===== src/rtl/fcbt_pkg.sv =====
// ----------------------------------------------------------------------------
// fcbt_pkg
// Shared types and constants for the frustum cull box test block.
// ----------------------------------------------------------------------------
`default_nettype none
package fcbt_pkg;
  localparam int unsigned CornerCount  = 8;
  localparam int unsigned FractionBits = 16;
  localparam int unsigned CntW         = $clog2(CornerCount + 1);
  localparam int unsigned QuoW         = 32 + FractionBits + 1;

  localparam logic [2:0] CFG_MIN_X = 3'd0;
  localparam logic [2:0] CFG_MIN_Y = 3'd1;
  localparam logic [2:0] CFG_MIN_Z = 3'd2;
  localparam logic [2:0] CFG_MAX_X = 3'd3;
  localparam logic [2:0] CFG_MAX_Y = 3'd4;
  localparam logic [2:0] CFG_MAX_Z = 3'd5;

  localparam logic ACT_ROW    = 1'b0;
  localparam logic ACT_CORNER = 1'b1;

  localparam logic signed [31:0] S32_MAX = 32'sh7fffffff;
  localparam logic signed [31:0] S32_MIN = 32'sh80000000;

  typedef struct packed {
    logic       load_row;
    logic       load_vec;
    logic       mac_clr;
    logic       mac_en;
    logic [1:0] mac_row;
    logic [1:0] mac_col;
    logic       clip_wr;
    logic [1:0] clip_row;
    logic       div_start;
    logic [1:0] div_axis;
    logic       box_upd;
    logic       box_clr;
  } cmd_t;

  typedef struct packed {
    logic div_busy;
  } sts_t;
endpackage
`default_nettype wire


===== src/rtl/fcbt_div.sv =====
// ----------------------------------------------------------------------------
// fcbt_div
// Restoring divider, one quotient bit a cycle: sat32(num * 2^F / |den|).
// ----------------------------------------------------------------------------
`default_nettype none
module fcbt_div (
  input  wire logic               clk,
  input  wire logic               rst_n,
  input  wire logic               start,
  input  wire logic signed [31:0] num,
  input  wire logic signed [31:0] den,
  output logic                    busy,
  output logic signed [31:0]      quo
);
  localparam int unsigned QW = fcbt_pkg::QuoW;
  localparam int unsigned BW = $clog2(QW + 1);

  logic [QW-1:0] dvd_r, dvd_nxt;
  logic [32:0]   rem_r, rem_nxt;
  logic [31:0]   dvs_r, dvs_nxt;
  logic          neg_r, neg_nxt;
  logic [BW-1:0] cnt_r, cnt_nxt;
  logic          busy_r, busy_nxt;
  logic [33:0]   trial;
  logic [32:0]   mag;
  logic [32:0]   amag;

  always_comb begin
    trial = {rem_r, dvd_r[QW-1]} - {2'b00, dvs_r};
    mag   = num[31] ? 33'(-{num[31], num}) : {1'b0, num};
    amag  = den[31] ? 33'(-{den[31], den}) : {1'b0, den};
  end

  always_comb begin
    dvd_nxt  = dvd_r;
    rem_nxt  = rem_r;
    dvs_nxt  = dvs_r;
    neg_nxt  = neg_r;
    cnt_nxt  = cnt_r;
    busy_nxt = busy_r;
    if (start) begin
      dvd_nxt  = QW'({mag, {fcbt_pkg::FractionBits{1'b0}}});
      rem_nxt  = '0;
      dvs_nxt  = amag[31:0];
      neg_nxt  = num[31];
      cnt_nxt  = BW'(QW);
      busy_nxt = (amag != '0);
    end else if (busy_r) begin
      if (!trial[33]) begin
        rem_nxt = trial[32:0];
        dvd_nxt = {dvd_r[QW-2:0], 1'b1};
      end else begin
        rem_nxt = {rem_r[31:0], dvd_r[QW-1]};
        dvd_nxt = {dvd_r[QW-2:0], 1'b0};
      end
      cnt_nxt = cnt_r - 1'b1;
      if (cnt_r == BW'(1)) busy_nxt = 1'b0;
    end
  end

  always_ff @(posedge clk) begin
    dvd_r <= dvd_nxt;
    rem_r <= rem_nxt;
    dvs_r <= dvs_nxt;
    neg_r <= neg_nxt;
    cnt_r <= cnt_nxt;
    if (!rst_n) busy_r <= 1'b0;
    else        busy_r <= busy_nxt;
  end

  logic zero_den_r;
  always_ff @(posedge clk) begin
    if (start) zero_den_r <= (amag == '0);
  end

  always_comb begin
    busy = busy_r;
    if (zero_den_r) begin
      if (dvd_r == '0)  quo = '0;
      else if (neg_r)   quo = fcbt_pkg::S32_MIN;
      else              quo = fcbt_pkg::S32_MAX;
    end else if (neg_r) begin
      if (dvd_r > QW'(33'h080000000)) quo = fcbt_pkg::S32_MIN;
      else                            quo = 32'(-dvd_r);
    end else begin
      if (dvd_r > QW'(33'h07fffffff)) quo = fcbt_pkg::S32_MAX;
      else                            quo = dvd_r[31:0];
    end
  end
endmodule
`default_nettype wire


===== src/rtl/fcbt_dp.sv =====
// ----------------------------------------------------------------------------
// fcbt_dp
// Datapath: matrix store, shared multiply-accumulate, divider, box and test.
// ----------------------------------------------------------------------------
`default_nettype none
module fcbt_dp (
  input  wire logic                   clk,
  input  wire logic                   rst_n,
  input  wire fcbt_pkg::cmd_t         cmd,
  output fcbt_pkg::sts_t              sts,
  input  wire logic [1:0]             row_index,
  input  wire logic signed [31:0]     vx,
  input  wire logic signed [31:0]     vy,
  input  wire logic signed [31:0]     vz,
  input  wire logic signed [31:0]     vw,
  input  wire logic signed [31:0]     fmin [3],
  input  wire logic signed [31:0]     fmax [3],
  output logic                        cullable,
  output logic                        zero_w
);
  localparam int unsigned F = fcbt_pkg::FractionBits;

  logic signed [31:0] mat_r [16];
  logic signed [31:0] vec_r [4];
  logic signed [31:0] clip_r [4];
  logic signed [31:0] bmin_r [3];
  logic signed [31:0] bmax_r [3];
  logic signed [63:0] prod_r;
  logic signed [49:0] acc_r;
  logic               zw_r;
  logic signed [31:0] mul_a, mul_b, quo, sat_acc;
  logic signed [49:0] term, sum;
  logic               div_busy;

  always_comb begin
    mul_a = mat_r[{cmd.mac_row, cmd.mac_col}];
    mul_b = vec_r[cmd.mac_col];
    term  = 50'(prod_r >>> F);
    sum   = acc_r + term;
    if (sum > 50'sh0007fffffff)       sat_acc = fcbt_pkg::S32_MAX;
    else if (sum < -50'sh00080000000) sat_acc = fcbt_pkg::S32_MIN;
    else                              sat_acc = sum[31:0];
  end

  always_ff @(posedge clk) begin
    if (cmd.load_row) begin
      mat_r[{row_index, 2'd0}] <= vx;
      mat_r[{row_index, 2'd1}] <= vy;
      mat_r[{row_index, 2'd2}] <= vz;
      mat_r[{row_index, 2'd3}] <= vw;
    end
    if (cmd.load_vec) begin
      vec_r[0] <= vx;
      vec_r[1] <= vy;
      vec_r[2] <= vz;
      vec_r[3] <= vw;
    end
    prod_r <= 64'(mul_a) * 64'(mul_b);
    if (cmd.mac_en) acc_r <= cmd.mac_clr ? term : sum;
    if (cmd.clip_wr) clip_r[cmd.clip_row] <= sat_acc;
  end

  fcbt_div u_div (
    .clk   (clk),
    .rst_n (rst_n),
    .start (cmd.div_start),
    .num   (clip_r[cmd.div_axis]),
    .den   (clip_r[3]),
    .busy  (div_busy),
    .quo   (quo)
  );

  always_ff @(posedge clk) begin
    if (!rst_n || cmd.box_clr) begin
      for (int i = 0; i < 3; i++) begin
        bmin_r[i] <= fcbt_pkg::S32_MAX;
        bmax_r[i] <= fcbt_pkg::S32_MIN;
      end
      zw_r <= 1'b0;
    end else if (cmd.box_upd) begin
      if (quo < bmin_r[cmd.div_axis]) bmin_r[cmd.div_axis] <= quo;
      if (quo > bmax_r[cmd.div_axis]) bmax_r[cmd.div_axis] <= quo;
      if (clip_r[3] == '0) zw_r <= 1'b1;
    end
  end

  always_comb begin
    sts.div_busy = div_busy;
    cullable = 1'b0;
    for (int i = 0; i < 3; i++)
      if (!(bmin_r[i] <= fmax[i] && bmax_r[i] >= fmin[i])) cullable = 1'b1;
    zero_w = zw_r;
  end
endmodule
`default_nettype wire


===== config.mk =====
export PLATFORM = sky130hd
export DESIGN_NAME = fcbt_dp
export DESIGN_NICKNAME = d
export VERILOG_FILES = /design/src/rtl/fcbt_pkg.sv /design/src/rtl/fcbt_div.sv /design/src/rtl/fcbt_dp.sv
export SDC_FILE = /design/constraint.sdc
export NUM_CORES = 2
export LEC_CHECK = 0
export ABC_AREA = 1
export BUFFER_PORTS_ARGS = -buffer_cell sky130_fd_sc_hd__buf_2
export CAP_MARGIN = 10
export CORE_MARGIN = 8
export CORE_UTILIZATION = 45
export CTS_BUF_LIST = sky130_fd_sc_hd__clkbuf_8
export DETAILED_ROUTE_END_ITERATION = 10
export SLEW_MARGIN = 20
export SYNTH_ARGS = -nofsm -noshare
export SYNTH_HDL_FRONTEND = slang
export SYNTH_HIERARCHICAL = 1
export SYNTH_SLANG_ARGS = --single-unit

===== constraint.sdc =====
create_clock -name clk -period 14.85 [get_ports clk]
set_input_delay 0 -clock clk [delete_from_list [all_inputs] [get_ports clk]]
set_output_delay 0 -clock clk [all_outputs]
set_load 0.05 [all_outputs]

==> Word-level counts from Yosys, hierarchy flattened <==
Memory sizes are Yosys's and may differ from the RTL's.
Index checks and enable logic that the tools add are counted.
{ "word_totals": {"input_bits": 340, "word_cells": 92, "out_inout_bits": 3, "memories": 5, "register_bits": 238, "ram_bits": 960} }
{ "memory_table": {"columns": ["memory", "depth", "word_bits", "rd", "rd_ports_with_merged_regs", "wr", "line_no", "rtl"], "rows": [
  ["mat_r", 16, 32, 1, 0, 4, "fcbt_dp.sv:23", "logic signed [31:0] mat_r [16];"],
  ["clip_r", 4, 32, 2, 0, 1, "fcbt_dp.sv:25", "logic signed [31:0] clip_r [4];"],
  ["vec_r", 4, 32, 1, 0, 4, "fcbt_dp.sv:24", "logic signed [31:0] vec_r [4];"],
  ["bmax_r", 3, 32, 4, 0, 3, "fcbt_dp.sv:27", "logic signed [31:0] bmax_r [3];"],
  ["bmin_r", 3, 32, 4, 0, 3, "fcbt_dp.sv:26", "logic signed [31:0] bmin_r [3];"]
]} }
{ "op_classes": {"reduce_logical": 13, "mux": 43, "multipliers": 1, "n_eq_ne": 1, "add_sub_neg": 6, "magnitude_cmp": 12} }
{ "ops": {"columns": ["operator", "count"], "rows": [
  ["32-bit 2-to-1 mux", 10],
  ["33-bit 2-to-1 mux", 3],
  ["49-bit 2-to-1 mux", 2],
  ["32-bit greater-or-equal comparator", 3],
  ["32-bit <= comparator", 3],
  ["33-bit negation", 2],
  ["32-bit by 32-bit multiplier with 64-bit output", 1],
  ["32-bit OR reduction", 2],
  ["50-bit by 48-bit adder with 50-bit output", 1],
  ["50-bit by 32-bit > comparator with 1-bit output, second input constant", 1],
  ["50-bit by 32-bit < comparator with 1-bit output, second input constant", 1],
  ["50-bit 2-to-1 mux", 1],
  ["49-bit by 31-bit > comparator with 1-bit output, second input constant", 1],
  ["49-bit by 32-bit > comparator with 1-bit output, second input constant", 1],
  ["49-bit zero test", 1],
  ["34-bit by 32-bit subtractor with 34-bit output", 1],
  ["33-bit zero test", 1],
  ["33-bit nonzero test", 1],
  ["32-bit > comparator", 1],
  ["32-bit zero test", 1],
  ["32-bit < comparator", 1],
  ["32-bit negation", 1],
  ["1-bit 2-to-1 mux", 25],
  ["6-bit by 1-bit == test with 1-bit output, second input constant", 1],
  ["other kinds (7)", 10]
]} }

==> Logic depth before layout (Yosys ltp) <==
{ "logic_depth": {"depth_word": 11, "ltp_mapped": 43} }

==> Cells and area by module <==
Netlist, hierarchy kept.
{ "modules_own_cells": {"columns": ["mod", "area_each_um2", "cells_each", "seq_area_each_um2", "instances"], "rows": [
  ["fcbt_dp", 88686.3, 8834, 33231.9, 1],
  ["fcbt_div", 10560.1, 1678, 3133.0, 1]
]} }

==> Worst setup path before layout <==
No wires, ideal clock.
{ "synth_timing": {"path_type": "input-to-reg", "start": "input row_index[1]", "end": "memory mat_r[0][0] (enable)", "t_arrival_ns": 8.834, "path_buffers": 0, "stages": 1, "path_slack_ns": 5.242, "path_cell_list": "nor3_1"} }
{ "synth_rtl": {"columns": ["element", "line_no", "rtl"], "rows": [
  ["start, declared", "fcbt_dp.sv:11", "input wire logic [1:0] row_index,"],
  ["end, declared", "fcbt_dp.sv:23", null]
]} }

==> Worst setup path in the final report <==
{ "layout_timing": {"start": "input cmd[9] in the netlist's numbering", "end": "register prod_r[52]"} }
{ "layout_via": {"elab_chain_len": 2, "word_cells_on_any_way": 3} }
{ "layout_lines": {"columns": ["element", "line_no", "rtl"], "rows": [
  ["start, declared", "fcbt_dp.sv:9", "input wire fcbt_pkg::cmd_t cmd,"],
  ["memory 16 x 32 bit or memory 4 x 32 bit (tied branches)", null, null],
  ["32-bit by 32-bit multiplier with 64-bit output (*)", "fcbt_dp.sv:58", "prod_r <= 64'(mul_a) * 64'(mul_b);"],
  ["end signal, assigned", "fcbt_dp.sv:58", null],
  ["end, declared", "fcbt_dp.sv:28", "logic signed [63:0] prod_r;"]
]} }
Mark *: on every way between the ends. The rest lies on a longest branch, timed or not.
A chain may end at the register's enable or synchronous reset.

==> results.py <==
metrics = {
    "setup_path": {
        "reg2regPathDepth": 29,
        "crit_slowest_cell": "fa_1",
        "crit_arrival_ns": 10.27,
        "critical_path_class": "in2reg",
        "worst-path-max-fanout": 138,
        "r2r_end": "prod_r[52]",
        "max_stage_delay_ns": 1.03,
        "endpoint_kind": "flop",
        "crit_required_ns": 15.70,
        "regToRegSetupSlack_ns": 5.83,
        "cp-start-kind": "input port",
        "r2r-start": "mat_r[10][31]",
        "cpMostUsedCell": "fa_1",
    },
    "route": {
        "drt-total-wl_um": 315800,
        "vias": 78220,
        "drt_pass1_iterations": 8,
        "drtAntennaViolNets": 0,
        "drt_iter0_drc": 7327,
        "drc": 0,
        "routed_via_density": 5.541,
        "wl_per_cell_um": 22.38,
    },
    "logic_synthesis": {
        "synth_nets": 12460,
        "synth_edf_count": 1141,
        "synth_cells": 10510,
        "synth_cell_type_count": 69,
        "ys_async_sr_fraction": 0,
        "yosysWarningCount": 6,
        "ys.flop_type": "edfxtp_1",
        "ys_ff_latch": 1246,
        "syn_area_um2": 99250,
        "ys_seq_area_frac": 0.3664,
        "syn_avg_cell_area_um2": 9.441,
    },
    "floorplan": {
        "die-area_um2": 235800,
        "rows": 172,
        "fp.dieW_um": 485.6,
        "io_pins": 343,
        "die_y_um": 485.6,
        "core_region_area_um2": 219500,
        "start_util": 0.4521,
    },
    "timing": {
        "worst_pin_slew_ns": 1.213,
        "setup_tns_ns": 0,
        "clock_skew_ns": 0.06837,
        "fin_crit_sh": 0.6344,
        "setup_viol": 0,
        "rsz0062_at_grt": "false",
        "hold_viol_final": 0,
        "slew_viol_final": 0,
        "min_period_ns": 9.422,
        "fmaxAchievable_mhz": 106.1,
        "worst_slew_margin_rel": 0.1839,
    },
    "cells_and_area": {
        "layout_commonest_cell": "nand2_1",
        "layout-drive-gt1-share": 0.08215,
        "area_growth_pct": 11.52,
        "layout_common_cells": "nand2_1 (1923), inv_1 (1787), nor2_1 (1301)",
        "nets": 13000,
    },
    "clocking": {
        "post-cts-setup-buffers": 0,
        "cts_tree": "done",
        "numCtsBuffers": 211,
        "clock_latency_ns": 1.00,
        "cts_resized": 0,
        "htree_levels": 4,
        "clk_path_buf_depth": 3,
        "path_clk_slew_ns": 0.06,
        "clock-sinks": 1246,
        "cts_root_buf": "clkbuf_8",
    },
    "status": {
        "outcome": "completed",
    },
    "placement": {
        "hpwl_um": 237500,
        "place.port_buffers": 342,
        "gp_congestion": 0.9627,
    },
    "grt": {
        "overflow": 0,
        "grt_max_degree": 191,
        "grt_pass1_wl_um": 484000,
        "antenna_found_initial": 11,
        "groute.usage.overall": 0.2641,
        "grt_pass1_vias": 81160,
    },
    "worst_hold_path": {
        "holdPathEnd": "vec_r[1][16]",
        "worstHoldPathCells": 2,
        "hp-class": "in2reg",
        "hp-start": "cmd[14]",
    },
    "job": {
        "drv_cap": 0,
    },
}
-- registers in the layout (all words and copies together), names as in the netlist, 6 cells and up --
| register | count |
|---|---|
| acc_r | 50 |
| u_div/rem_r | 33 |
| prod_r | 48 |
| u_div/cnt_r | 6 |
| bmax_r | 128 |
| mat_r | 512 |
| clip_r | 128 |
| bmin_r | 128 |
| vec_r | 128 |
| u_div/dvd_r | 49 |
| u_div/dvs_r | 32 |
-- per-stage QoR --
step / utilization / instance area (um^2) / cells / worst slack, ns / hold WS, ns
2_1_floorplan: - / 99250 / 10510 / 5.242 / 0.07852
3_3_place_gp: 0.4722 / 103700 / 13430 / 4.284 / 0.1856
3_5_place_dp: 0.4724 / 103700 / 13430 / 4.692 / 0.1871
4_1_cts: 0.5041 / 110600 / 14110 / 5.797 / 0.07830
5_1_grt: 0.5042 / 110700 / 14110 / 4.918 / 0.1287
6_report: 0.5042 / 110700 / 14120 / 5.428 / 0.1713
-- layer usage --
layer,vias up,global-route usage,share of wire
met5,-,0,0.00011
met4,4,0.1076,0.046
met3,769,0.05331,0.083
met2,3357,0.4277,0.46
met1,38830,0.3493,0.41
li1,35260,-,-
-- synth_stat cells (12+ instances only) --
| cell type | instances | area [um^2] |
|---|---|---|
| o21a_1 | 17 | 127.6 |
| nor2_1 | 1308 | 4910 |
| nand3b_1 | 19 | 142.6 |
| a22oi_1 | 58 | 435.4 |
| o221ai_1 | 102 | 893.4 |
| nand2_2 | 25 | 156.4 |
| edfxtp_1 | 1141 | 34260 |
| a22o_1 | 62 | 543.0 |
| nor4_1 | 31 | 193.9 |
| nand2_1 | 1924 | 7222 |
| fa_1 | 1083 | 21680 |
| clkbuf_1 | 167 | 626.9 |
| xnor2_1 | 41 | 359.1 |
| xor2_1 | 92 | 805.8 |
| o22ai_1 | 60 | 375.4 |
| o21ai_1 | 26 | 130.1 |
| nor3_1 | 65 | 325.3 |
| buf_2 | 180 | 900.9 |
| a211oi_1 | 12 | 90.09 |
| buf_1 | 16 | 60.06 |
| a31oi_1 | 12 | 75.07 |
| a21oi_1 | 390 | 1952 |
| inv_2 | 52 | 195.2 |
| o211ai_1 | 50 | 375.4 |
| nand4_1 | 87 | 544.3 |
| nand3_1 | 418 | 2092 |
| ha_1 | 522 | 6531 |
| o21ai_0 | 453 | 2267 |
| a221oi_1 | 64 | 560.5 |
| inv_1 | 1734 | 6509 |
| o21bai_1 | 19 | 142.6 |
| or2_2 | 29 | 181.4 |
| a32oi_2 | 21 | 341.6 |
| buf_6 | 12 | 135.1 |
| buf_4 | 26 | 195.2 |
| dfxtp_1 | 105 | 2102 |
-- what timing repair did --
action                                  in CTS  in global routing
hold buffers                               280                  0
hold endpoints to repair                  1565                  0
endpoints found under the setup margin       0                  0
-- layout make-up --
type                            count  area (um^2)
Antenna cell                        9        22.52
Clock buffer                      217         2987
Clock inverter                    176         1161
Fill cell                       20430       108800
Inverter                         1792         6739
Multi-Input combinational cell   7073        54380
Sequential cell                  1246        36360
Tap cell                         2871         3592
Timing Repair Buffer              732         5431
-- critical path: cells and delay by family --
kind                       cells  cell delay [ns]
AOI/OAI and AO/OA              8             1.53
adders and majority gates      9             5.06
buffers and inverters         10             2.76
and+or+nand+nor                5             0.63
-- how the worst max path moves through the flow --
stage | startpoint | depth (start not counted) | to
floorplan | row_index[1] | 1 | mat_r[0][0]
global placement | cmd[8] | 29 | prod_r[63]
detailed placement | cmd[9] | 30 | prod_r[52]
CTS | cmd[9] | 32 | prod_r[63]
global route | cmd[9] | 30 | prod_r[63]
finish | cmd[9] | 32 | prod_r[52]
-- cell families (layout without fill, tap and decap cells) --
| kind of cell | after synthesis | count (layout) | synth area share |
|---|---|---|---|
| simple gates | 3945 | 3945 | 0.1623 |
| buf+inv | 2193 | 2917 | 0.08710 |
| flops | 1246 | 1246 | 0.3664 |
| xor+xnor | 135 | 135 | 0.01206 |
| fa+ha+maj | 1605 | 1605 | 0.2843 |
| compound gates | 1388 | 1388 | 0.08783 |
| other cells | 0 | 9 | 0 |
Power is left out: the tool's default activity adds up to more than one toggle a clock period on the data nets, which glitch-free logic cannot reach.
