`src/rtl/fcbt_pkg.sv`:
```
// ----------------------------------------------------------------------------
// fcbt_pkg
// Shared types and constants for the frustum cull box test block.
// ----------------------------------------------------------------------------
`default_nettype none
package fcbt_pkg;
  localparam int unsigned CornerCount  = 8;
  localparam int unsigned FractionBits = 16;
  localparam int unsigned CntW         = $clog2(CornerCount + 1);
  localparam int unsigned QuoW         = 32 + FractionBits + 1;

  localparam logic [2:0] CFG_MIN_X = 3'd0;
  localparam logic [2:0] CFG_MIN_Y = 3'd1;
  localparam logic [2:0] CFG_MIN_Z = 3'd2;
  localparam logic [2:0] CFG_MAX_X = 3'd3;
  localparam logic [2:0] CFG_MAX_Y = 3'd4;
  localparam logic [2:0] CFG_MAX_Z = 3'd5;

  localparam logic ACT_ROW    = 1'b0;
  localparam logic ACT_CORNER = 1'b1;

  localparam logic signed [31:0] S32_MAX = 32'sh7fffffff;
  localparam logic signed [31:0] S32_MIN = 32'sh80000000;

  typedef struct packed {
    logic       load_row;
    logic       load_vec;
    logic       mac_clr;
    logic       mac_en;
    logic [1:0] mac_row;
    logic [1:0] mac_col;
    logic       clip_wr;
    logic [1:0] clip_row;
    logic       div_start;
    logic [1:0] div_axis;
    logic       box_upd;
    logic       box_clr;
  } cmd_t;

  typedef struct packed {
    logic div_busy;
  } sts_t;
endpackage
`default_nettype wire

```
`src/rtl/fcbt_ctrl.sv`:
```
// ----------------------------------------------------------------------------
// fcbt_ctrl
// Sequencer: row loads, sixteen multiply-adds, three divides, box updates, result hand-off.
// ----------------------------------------------------------------------------
`default_nettype none
module fcbt_ctrl (
  input  wire logic           clk,
  input  wire logic           rst_n,
  input  wire logic           in_valid,
  input  wire logic           in_action,
  output logic                in_ready,
  output logic                out_valid,
  input  wire logic           out_ready,
  output fcbt_pkg::cmd_t      cmd,
  input  wire fcbt_pkg::sts_t sts
);
  localparam logic [2:0] S_IDLE = 3'd0;
  localparam logic [2:0] S_MAC  = 3'd1;
  localparam logic [2:0] S_DIVS = 3'd2;
  localparam logic [2:0] S_DIVW = 3'd3;
  localparam logic [2:0] S_UPD  = 3'd4;
  localparam logic [2:0] S_OUT  = 3'd5;
  localparam logic [2:0] S_CLR  = 3'd6;
  localparam int unsigned CW = fcbt_pkg::CntW;

  logic [2:0]    st_r, st_nxt;
  logic [4:0]    step_r, step_nxt;
  logic [4:0]    step_prev;
  logic [1:0]    axis_r, axis_nxt;
  logic [CW-1:0] cnt_r, cnt_nxt;
  logic          ov_r, ov_nxt;
  logic          acc_in;

  assign in_ready  = (st_r == S_IDLE) && !ov_r;
  assign out_valid = ov_r;
  assign acc_in    = in_valid && in_ready;

  always_comb begin
    st_nxt    = st_r;
    step_nxt  = step_r;
    step_prev = step_r - 5'd1;
    axis_nxt  = axis_r;
    cnt_nxt   = cnt_r;
    ov_nxt    = ov_r && !out_ready;
    cmd       = '0;
    cmd.mac_row  = step_r[3:2];
    cmd.div_axis = axis_r;
    case (st_r)
      S_IDLE: begin
        if (acc_in) begin
          if (in_action == fcbt_pkg::ACT_ROW) begin
            cmd.load_row = 1'b1;
          end else begin
            cmd.load_vec = 1'b1;
            st_nxt       = S_MAC;
            step_nxt     = '0;
          end
        end
      end
      S_MAC: begin
        // issue product at step, accumulate the previous one
        cmd.mac_row = step_r[3:2];
        cmd.mac_col = step_r[1:0];
        if (step_r != 5'd0) begin
          cmd.mac_en   = 1'b1;
          cmd.mac_clr  = (step_prev[1:0] == 2'd0);
          cmd.clip_wr  = (step_prev[1:0] == 2'd3);
          cmd.clip_row = step_prev[3:2];
        end
        step_nxt = step_r + 5'd1;
        if (step_r == 5'd16) begin
          st_nxt   = S_DIVS;
          axis_nxt = '0;
        end
      end
      S_DIVS: begin
        cmd.div_start = 1'b1;
        st_nxt = S_DIVW;
      end
      S_DIVW: begin
        if (!sts.div_busy) st_nxt = S_UPD;
      end
      S_UPD: begin
        cmd.box_upd = 1'b1;
        if (axis_r == 2'd2) begin
          cnt_nxt = cnt_r + 1'b1;
          if (cnt_r == CW'(fcbt_pkg::CornerCount - 1)) st_nxt = S_OUT;
          else st_nxt = S_IDLE;
        end else begin
          axis_nxt = axis_r + 2'd1;
          st_nxt   = S_DIVS;
        end
      end
      S_OUT: begin
        st_nxt = S_CLR;
      end
      S_CLR: begin
        cmd.box_clr = 1'b1;
        ov_nxt  = 1'b1;
        cnt_nxt = '0;
        st_nxt  = S_IDLE;
      end
      default: st_nxt = S_IDLE;
    endcase
  end

  always_ff @(posedge clk) begin
    step_r <= step_nxt;
    axis_r <= axis_nxt;
    if (!rst_n) begin
      st_r  <= S_IDLE;
      cnt_r <= '0;
      ov_r  <= 1'b0;
    end else begin
      st_r  <= st_nxt;
      cnt_r <= cnt_nxt;
      ov_r  <= ov_nxt;
    end
  end
endmodule
`default_nettype wire

```
`config.mk`:
```
export PLATFORM = sky130hd
export DESIGN_NAME = fcbt_ctrl
export DESIGN_NICKNAME = d
export VERILOG_FILES = /design/src/rtl/fcbt_pkg.sv /design/src/rtl/fcbt_ctrl.sv
export SDC_FILE = /design/constraint.sdc
export NUM_CORES = 1
export LEC_CHECK = 0
export ABC_CLOCK_PERIOD_IN_PS = 2700
export BUFFER_PORTS_ARGS = -buffer_cell sky130_fd_sc_hd__buf_4
export CORE_UTILIZATION = 35
export DETAILED_ROUTE_END_ITERATION = 7
export GPL_ROUTABILITY_DRIVEN = 0
export SLEW_MARGIN = 20
export SYNTH_ARGS = -nofsm -noshare
export SYNTH_HDL_FRONTEND = slang
export SYNTH_SLANG_ARGS = --single-unit
```
`constraint.sdc`:
```
create_clock -name clk -period 2.7 [get_ports clk]
set_clock_uncertainty 0.2 [all_clocks]
set_input_delay 0 -clock clk [delete_from_list [all_inputs] [get_ports clk]]
set_output_delay 0 -clock clk [all_outputs]
set_load 0.1 [all_outputs]
```
### Word level (Yosys, flattened, before mapping)

Cells that the tools add are included.

* add/subtract/negate cells: 4
* multiply operators: 0
* divide/modulo/power cells: 0
* order comparisons: 0
* equality and inequality tests: 16
* shifts and indexed selects: 0
* muxes and demuxes: 26
* bitwise operators: 0
* reductions and logical operators: 15

Operator list (count)
* two-way mux 3 bit: 7
* case mux 3 bit (6 select lines): 1
* inequality test 2 bit (second input constant): 6
* two-way mux 2 bit: 5
* two-way mux 5 bit: 2
* case mux 5 bit (2 select lines): 1
* equality test 3 bit (second input constant): 3
* two-way mux 9 bit: 1
* case mux 4 bit (2 select lines): 1
* equality test 3 x 2 -> 1 bit (second input constant): 2
* two-way mux 1 bit: 6
* AND reduction 3 bit: 2
* nonzero test 2 bit: 3
* adder 5 x 1 -> 5 bit (second input constant): 1
* equality test 5 bit (second input constant): 1
* nonzero test 5 bit: 1
* adder 4 x 1 -> 4 bit (second input constant): 1
* equality test 2 bit (second input constant): 2
* equality test 4 x 3 -> 1 bit (second input constant): 1
* two-way mux 4 bit: 1
* case mux 2 bit (2 select lines): 1
* AND reduction 4 bit: 1
* subtractor 4 x 1 -> 4 bit (second input constant): 1
* equality test 3 x 1 -> 1 bit (second input constant): 1
* 6 further kinds: 9

* register bits: 15
* bits in latches: 0
* memory bits (writable): 0
* memory bits (read-only): 0
* bits of input ports: 6
* logic and storage cells: 66
* memories: 0

### Logic depth before layout (Yosys ltp)

Gate-level depths: netlist (run 1).

* depth in word-level cells: 5
* mapped depth: 5
* gate-level depth less buffers: 5

### Worst setup path after synthesis (run 1)

Ideal clock, no wire load.

* path type: reg2out
* start point: reg ov_r (netlist: out_valid)
* end point: out cmd[15] in the netlist's numbering
* arrival time: 3947 ps
* required time: 2500 ps
* path slack: -1447 ps
* stages on the path, launching flop included: 4
* buffers on the path: 0
* path through: dfxtp_1 nor4_2 nand2_1 nor2_1

RTL lines
* start, declared: RTL line fcbt_ctrl.sv:31 `logic ov_r, ov_nxt;`
* start signal, assigned: RTL line fcbt_ctrl.sv:117 `ov_r <= ov_nxt;`
* end, declared: RTL line fcbt_ctrl.sv:14 `output fcbt_pkg::cmd_t cmd,`

==> results of run 1 <==
## worst reg2reg max path: stages (launching register included)
cell and delay [ns]:
dfxtp_1 0.73, nor3_1 0.13, a21boi_0 0.56
## layer usage
metal / vias to the layer above / global-route usage / wire [um]
met5: - / 0 / 0
met4: 0 / 0.0536 / 29
met3: 4 / 0.0234 / 100
met2: 29 / 0.231 / 969
met1: 370 / 0.161 / 930
li1: 413 / - / -
## registers in the layout (all words and copies together), names as in the netlist
| register | flops |
|---|---|
| step_r | 5 |
| out_valid | 1 |
| cnt_r | 4 |
| st_r | 3 |
| axis_r | 2 |
## power groups by stage
stage	logic [W]	registers, W	clock network, W
after CTS	0.000661	0.000367	0.000131
after global placement	0.000647	0.000369	0
after detailed placement	0.000654	0.000372	0
final	0.000656	0.000368	0.000128
after global routing	0.000688	0.000375	0.000143
after floorplan	0.000592	0.000335	0
## placed cells by master, fill, tap and decap left out, types with 2 or more instances in the layout
master          n
xor2_1          2
xnor2_1         4
and2_1          2
dlygate4sd3_1   4
dfxtp_1         7
clkbuf_4        3
a21oi_1         4
nor2b_1         2
nand2b_1        2
nand3b_1        4
nand3_1         3
o21ai_0         3
nand2_1         5
buf_4          23
edfxtp_1        7
nor3_1          2
inv_1           9
nor2_1         13
ha_1            5
or3_1           3
## worst min-delay path by stage
stage,cells after the start,to,startpoint,slack [ns]
final,4,st_r[0],in_valid,0.01
after global placement,3,out_valid,out_ready,0.06
after floorplan,1,cmd[15],in_action,-0.10
after CTS,4,st_r[0],in_valid,0.009
after detailed placement,3,out_valid,out_ready,0.08
after global routing,4,st_r[2],in_valid,0.008
## cell type report
cell class / count / area share
clock buffers: 4 / 0.0210
well taps: 31 / 0.0309
inverters: 10 / 0.0299
multi-input cells: 74 / 0.452
flip-flops and latches: 15 / 0.296
repair buffers: 27 / 0.170
## through the flow
step                hold WS (ns)  power, W   util
floorplan                 -0.104  0.000927      -
detailed placement        0.0802   0.00103  0.434
finish                    0.0130   0.00115  0.459
global route             0.00815   0.00121  0.459
CTS                      0.00891   0.00116  0.459
global placement          0.0599   0.00102  0.434
## kinds of logic after synthesis
family	count (synthesis)	synth area share
xor gates and xnor gates	6	0.0526
DFF	15	0.370
buffers and inverters	16	0.0801
AOI/OAI and AO/OA	17	0.145
and+or+nand+nor	46	0.289
adders and majority gates	5	0.0626
==> results.json, run 1 <==
{
  "antenna_cells": 0,
  "fin_crit_sh": 0.792,
  "synth_edf_count": 7,
  "swShare": 0.548,
  "synth-main-ff-cell": "dfxtp_1",
  "ant_nets": 0,
  "r2r-start": "st_r[1]",
  "core_sq_um": 2730,
  "crit_buf_inv": 3,
  "ir_drop_uv": 571,
  "fmax_mhz": 468,
  "port-buffer-count": 23,
  "reg2reg_to": "step_r[1]",
  "die_h_um": 55.4,
  "worst_ep_arrival_time_ns": 1.94,
  "drt-initial-drc-count": 20,
  "clk_latency_ns": 0.28,
  "synth-seq-cells": 15,
  "cp-end-kind": "output port",
  "grtUsageTotal": 0.133,
  "status": "completed",
  "max_cap_violations": 0,
  "synth_cell_types": 40,
  "slew_headroom": 0.552,
  "clock_sinks": 15,
  "hpwlAfterDp_um": 1530,
  "endpoint": "cmd[6]",
  "start_util": 0.366,
  "cp.depth": 6,
  "rrSetupSlack_ns": 0.72,
  "path_cells": "inv_1, ha_1, inv_1, o41ai_2, nor2_1, buf_4",
  "wl_per_cell_um": 12.6,
  "synth.yosys.seq_area_share": 0.370,
  "postSynthAreaPerCell_sq_um": 9.52,
  "seqCellArea_sq_um": 372,
  "power.internal_w": 0.000521,
  "postSynthCellCount": 105,
  "switchingPower_w": 0.000631,
  "yosysWarnings": 0,
  "dpl_cell_area_sq_um": 1190,
  "finalMaxSlewViolations": 0,
  "clock_power_share": 0.111,
  "fin_area_sq_um": 1250,
  "numCtsBuffers": 3,
  "synth_fp_nets": 116,
  "clk_pin_slew_ns": 0.09,
  "grt-ovfl-total": 0,
  "seqPwrFrac": 0.319,
  "critPathTopFamily": "flip-flops",
  "hold_violations": 0,
  "wl_um": 2030,
  "num_rows": 19,
  "cts_tree": "done",
  "rsz0062_at_grt": "false",
  "ys_top_cells_by_area": "edfxtp_1 (21%), dfxtp_1 (16%), ha_1 (6.3%)",
  "max_stage_delay_ns": 0.49,
  "antenna_found_initial": 0,
  "cp.required_ns": 2.50,
  "vias": 816,
  "tns_ns": 0,
  "synth_top_area_frac": 0.210,
  "fin_ws_ns": 0.563,
  "synthesis.area_sq_um": 1000,
  "p_comb_frac": 0.569,
  "powerDensity_nw_per_um2": 919,
  "cts_resized": 0,
  "cp_max_fo": 6,
  "crit_top_cell": "inv_1",
  "ioPinCount": 24,
  "clock-root-buffer": "clkbuf_4",
  "min_path_type": "primary input to register",
  "setup_viol": 0,
  "rr_worst_depth": 2,
  "stdcell_count": 161,
  "pre_cts_ws_ns": 0.733,
  "yosys-top-cells-count": "nor2_1 (14), inv_1 (9), dfxtp_1 (8)",
  "critPathSlowestCell": "edfxtp_1",
  "cts.hold.buffers_added": 4,
  "max_slew.worst_pin.slew_ns": 0.666,
  "vias_per_cell": 5.07,
  "grt_max_degree": 17,
  "dp_cells": 153,
  "multi_input_comb_area_sq_um": 567,
  "final_nets": 142,
  "cts_setup_buffers": 0,
  "drc": 0,
  "synth_most_common_cell": "nor2_1",
  "worstSetupPathType": "register to output port",
  "setup.worst_path.start": "step_r[0]",
  "startpoint_type": "register",
  "grt_first_pass_wirelength_um": 3290,
  "synth_largest_area_cell": "edfxtp_1",
  "die_area_sq_um": 3070,
  "dr.pass1.iters": 4,
  "syn2layout_area_growth_pct": 25.4,
  "period_minus_slack_ns": 2.14,
  "num-fill-cells": 271,
  "h-tree-depth": 1,
  "grt_pass1_vias": 759,
  "die_w_um": 55.4,
  "clock_path_buffers": 2,
  "ys_async_sr_fraction": 0,
  "leakagePower_nw": 0.512,
  "drive_above_1_share": 0.300
}
(Power assumes the default switching activity.)
==> run 2: changes to the inputs <==
Settings changed: ABC_CLOCK_PERIOD_IN_PS 2700 to 2100.
Clock period 2.7 ns to 2.1 ns, I/O delays scaled along.
==> run 2 against run 1 <==
Critical path depth fell by 2. Wire length rose by 2.9%. Worst hold slack improved by 0.013 ns. Register-to-register slack got worse by 0.53 ns. Clock power rose by 34%. Cell count rose by 4.3%. Core utilization rose by 4.5 points. Power rose by 39%. Clock-buffer cell count fell by 1. First-iteration DRC count rose by 20%. Worst setup slack got worse by 0.41 ns. Non-clock buffer count rose by 7. Largest cell class unchanged.
==> results.json, run 2 (same netlist as run 1, synthesis figures left out) <==
{
  "num_rows": 19,
  "h-tree-depth": 1,
  "wl_per_cell_um": 12.4,
  "grt_max_degree": 13,
  "dr.pass1.iters": 4,
  "clock_path_buffers": 2,
  "final_common_cell": "buf_4",
  "vias": 852,
  "final_cell_mix": "buf_4 (25), inv_1 (9), nor2_1 (8)",
  "worst_ep_arrival_time_ns": 1.75,
  "powerDensity_nw_per_um2": 1160,
  "fin_crit_sh": 0.929,
  "drt-initial-drc-count": 24,
  "ir_drop_uv": 861,
  "cp.required_ns": 1.90,
  "leakagePower_nw": 0.552,
  "hold_violations": 0,
  "cp_max_fo": 7,
  "clock-root-buffer": "clkbuf_4",
  "clk_latency_ns": 0.29,
  "antenna_cells": 0,
  "die_h_um": 55.4,
  "startpoint_type": "register",
  "tns_ns": 0,
  "total_power_w": 0.00160,
  "clk_pin_slew_ns": 0.10,
  "rrSetupSlack_ns": 0.19,
  "reg_top3": "step_r: 5 flops, cnt_r: 4 flops, st_r: 3 flops",
  "hpwlAfterDp_um": 1610,
  "drc": 0,
  "die_w_um": 55.4,
  "rsz0062_at_grt": "false",
  "ioPinCount": 24,
  "max_cap_violations": 0,
  "cts_tree": "done",
  "syn2layout_area_growth_pct": 37.8,
  "largest_reg_flops": 5,
  "cp-end-kind": "output port",
  "vias_per_cell": 5.07,
  "start_util": 0.366,
  "seqCellArea_sq_um": 375,
  "grt_pass1_vias": 836,
  "grtUsageTotal": 0.146,
  "largest-register": "step_r",
  "port-buffer-count": 23,
  "slew_headroom": 0.732,
  "ant_nets": 0,
  "numCtsBuffers": 3,
  "final_nets": 149,
  "min_path_type": "primary input to register",
  "grt_first_pass_wirelength_um": 3570,
  "num-fill-cells": 260,
  "status": "completed",
  "max_slew.worst_pin.slew_ns": 0.397,
  "drive_above_1_share": 0.387,
  "hold_slack_ns": 0.0265,
  "multi_input_comb_area_sq_um": 617,
  "clock_sinks": 15,
  "period_minus_slack_ns": 1.95,
  "die_area_sq_um": 3070,
  "setup_viol": 0,
  "grt-ovfl-total": 0,
  "fmax_mhz": 513,
  "wl_um": 2090,
  "antenna_found_initial": 0,
  "finalMaxSlewViolations": 0,
  "worstSetupPathType": "register to output port",
  "core_sq_um": 2730
}
==> run 2: cell count changes in the layout (fill, tap and decap cells not counted), moves of 2 or more <==
| cell | before | now |
|---|---|---|
| buf_4 | 23 | 25 |
| dlygate4sd3_1 | 4 | 6 |
| ha_1 | 5 | 3 |
| nor2_1 | 13 | 8 |
| nor2_2 | 0 | 5 |
| buf_6 | 0 | 3 |
==> run 2: path summary, 6_finish.rpt <==
| path | from | end | cells past startpoint |
|---|---|---|---|
| setup / recovery | st_r[2] | cmd[1] | 4 |
| hold / removal | sts | st_r[2] | 4 |
| setup reg to reg | out_valid | st_r[2] | 4 |
| hold reg to reg | cnt_r[3] | cnt_r[3] | 2 |
==> run 2: final cells by class <==
class | instances | area share
repair buffers | 34 | 0.204
multi-input cells | 74 | 0.448
well taps | 31 | 0.0282
clock buffers | 3 | 0.0163
flip-flops and latches | 15 | 0.272
clock inverters | 1 | 0.00363
inverters | 10 | 0.0272
==> run 2: repair_timing <==
item | 4_1_cts | 5_1_grt
setup buffers | 2 | 0
setup endpoints to repair | 4 | 4
hold endpoints to repair | 8 | 0
hold buffers | 6 | 0
gates resized for setup | 2 | 5
pin swaps | 1 | 1
==> run 2: critical path: stages, from the launching register on <==
cell and delay [ns]:
dfxtp_1 0.54, inv_2 0.11, or3_1 0.45, inv_1 0.08, buf_4 0.28
==> run 2: layer usage <==
metal / global-route usage / vias to the layer above / routed length, um
met5: 0 / - / 0
met3: 0.0304 / 4 / 94
met4: 0.0429 / 0 / 21
met2: 0.274 / 32 / 1080
li1: - / 427 / -
met1: 0.163 / 389 / 896
==> run 2: stage by stage <==
| step | cells | util | worst slack [ns] | instance area [sq um] |
|---|---|---|---|---|
| finish | 168 | 0.504 | 0.149 | 1380 |
| global route | 168 | 0.504 | 0.0486 | 1380 |
| CTS | 168 | 0.496 | 0.00769 | 1360 |
| detailed placement | 156 | 0.453 | 0.183 | 1240 |
| global placement | 156 | 0.453 | 0.248 | 1240 |
| floorplan | 105 | - | -0.515 | 1050 |
==> run 2: where the power goes <==
group | internal (W) | switching (W) | total, W
combinational | 0.000297 | 0.000671 | 0.000968
clock | 0.0000708 | 0.000102 | 0.000172
sequential | 0.000367 | 0.0000912 | 0.000459
total | 0.000735 | 0.000864 | 0.00160
==> run 3: changes to the inputs <==
Settings changed: MAX_ROUTING_LAYER from default to met4.
==> run 3 against run 2 <==
Clock power about the same. Power about the same. Via count increased by 0.12%. Core utilization unchanged. Register-to-register slack about the same. Combinational power about the same.
==> results.json, run 3 (same netlist as run 1, synthesis figures left out) <==
{
  "cp-end-kind": "output port",
  "ioPinCount": 24,
  "hold_depth": 4,
  "hpwlAfterDp_um": 1610,
  "drc": 0,
  "p_comb_frac": 0.605,
  "clk_latency_ns": 0.29,
  "h-tree-depth": 1,
  "period_minus_slack_ns": 1.95,
  "drt-initial-drc-count": 24,
  "clock_path_buffers": 2,
  "num-fill-cells": 260,
  "largest_reg_flops": 5,
  "grt_pass1_vias": 835,
  "grt_max_degree": 13,
  "core_sq_um": 2730,
  "dp_cells": 156,
  "syn2layout_area_growth_pct": 37.8,
  "max_cap_violations": 0,
  "clock-root-buffer": "clkbuf_4",
  "holdPathEnd": "st_r[2]",
  "hold_violations": 0,
  "worstSetupPathType": "register to output port",
  "grtUsageTotal": 0.150,
  "status": "completed",
  "pre_cts_ws_ns": 0.183,
  "vias_per_cell": 5.08,
  "antenna_cells": 0,
  "stdcell_count": 168,
  "startpoint_type": "register",
  "ant_nets": 0,
  "reg2reg_to": "st_r[2]",
  "rr_worst_depth": 4,
  "cp_max_fo": 7,
  "port-buffer-count": 23,
  "powerDensity_nw_per_um2": 1160,
  "r2r-start": "out_valid",
  "num_rows": 19,
  "swShare": 0.540,
  "max_slew.worst_pin.slew_ns": 0.397,
  "worstHoldStart": "sts",
  "drive_above_1_share": 0.387,
  "die_w_um": 55.4,
  "fmax_mhz": 513,
  "rsz0062_at_grt": "false",
  "switchingPower_w": 0.000864,
  "fin_crit_sh": 0.929,
  "clk_pin_slew_ns": 0.10,
  "fin_ws_ns": 0.150,
  "worst_ep_arrival_time_ns": 1.75,
  "leakagePower_nw": 0.552,
  "finalMaxSlewViolations": 0,
  "slew_headroom": 0.732,
  "wl_um": 2090,
  "power.internal_w": 0.000735,
  "final_common_cell": "buf_4",
  "seqPwrFrac": 0.287,
  "final_cell_mix": "buf_4 (25), inv_1 (9), nor2_1 (8)",
  "setup_viol": 0,
  "final_nets": 149,
  "clock_power_share": 0.108,
  "die_h_um": 55.4,
  "wl_per_cell_um": 12.4,
  "min_path_type": "primary input to register",
  "start_util": 0.366,
  "cts_tree": "done",
  "antenna_found_initial": 0,
  "grt-ovfl-total": 0,
  "clock_sinks": 15,
  "grt_first_pass_wirelength_um": 3570,
  "die_area_sq_um": 3070,
  "cp.required_ns": 1.90,
  "rrSetupSlack_ns": 0.19,
  "dr.pass1.iters": 4,
  "ir_drop_uv": 861,
  "numCtsBuffers": 3,
  "largest-register": "step_r",
  "vias": 853,
  "reg_top3": "step_r: 5 flops, cnt_r: 4 flops, st_r: 3 flops"
}
run 3: cell counts in the layout (fill, tap and decap cells not counted):
Identical to the previous run, type by type.
run 3: through the flow:
step,power [W],instance area [sq um],hold slack (ns),setup TNS (ns),util
floorplan,0.00121,1050,-0.104,-0.985,-
global placement,0.00135,1240,0.0550,0,0.453
detailed placement,0.00136,1240,0.0609,0,0.453
CTS,0.00158,1360,0.0112,0,0.496
global route,0.00168,1380,0.0216,0,0.504
finish,0.00160,1380,0.0266,0,0.504
run 3: layout make-up:
| cell class | instances | area [sq um] | share of cell area |
|---|---|---|---|
| multi-input cells | 74 | 617 | 0.448 |
| flip-flops and latches | 15 | 375 | 0.272 |
| repair buffers | 34 | 282 | 0.204 |
| well taps | 31 | 38.8 | 0.0282 |
| inverters | 10 | 37.5 | 0.0272 |
| clock buffers | 3 | 22.5 | 0.0163 |
| clock inverters | 1 | 5.00 | 0.00363 |
run 3: power groups by stage:
stage / sequential (W) / clock [W] / combinational [W]
floorplan: 0.000430 / 0 / 0.000785
global placement: 0.000467 / 0 / 0.000885
detailed placement: 0.000468 / 0 / 0.000893
CTS: 0.000456 / 0.000174 / 0.000947
global route: 0.000469 / 0.000188 / 0.00102
finish: 0.000459 / 0.000172 / 0.000968
run 3: timing repair:
item,in CTS,in global routing
hold endpoints to repair,8,0
hold buffers,6,0
pin swaps,1,1
setup buffers,2,0
gates resized for setup,2,5
endpoints found under the setup margin,4,4
run 3: routing by layer:
layer | up-vias | part of all wire | global-route usage
met1 | 390 | 0.43 | 0.163
met5 | - | 0 | -
met4 | 0 | 0.0086 | 0.0429
met3 | 4 | 0.045 | 0.0304
li1 | 427 | - | -
met2 | 32 | 0.52 | 0.274
run 3: worst max-delay path by stage:
| stage | startpoint | endpoint | slack, ns | cells after the start |
|---|---|---|---|---|
| 4_1_cts | st_r[0] | cmd[5] | 0.008 | 4 |
| 2_1_floorplan | out_valid | cmd[15] | -0.51 | 3 |
| 5_1_grt | step_r[1] | cmd[12] | 0.05 | 6 |
| 3_3_place_gp | step_r[0] | cmd[12] | 0.25 | 6 |
| 6_report | st_r[2] | cmd[1] | 0.15 | 4 |
| 3_5_place_dp | step_r[0] | cmd[5] | 0.18 | 6 |
run 3: critical path, cell delays in order (launching register included):
cell and delay (ns):
dfxtp_1 0.54, inv_2 0.11, or3_1 0.45, inv_1 0.08
buf_4 0.28
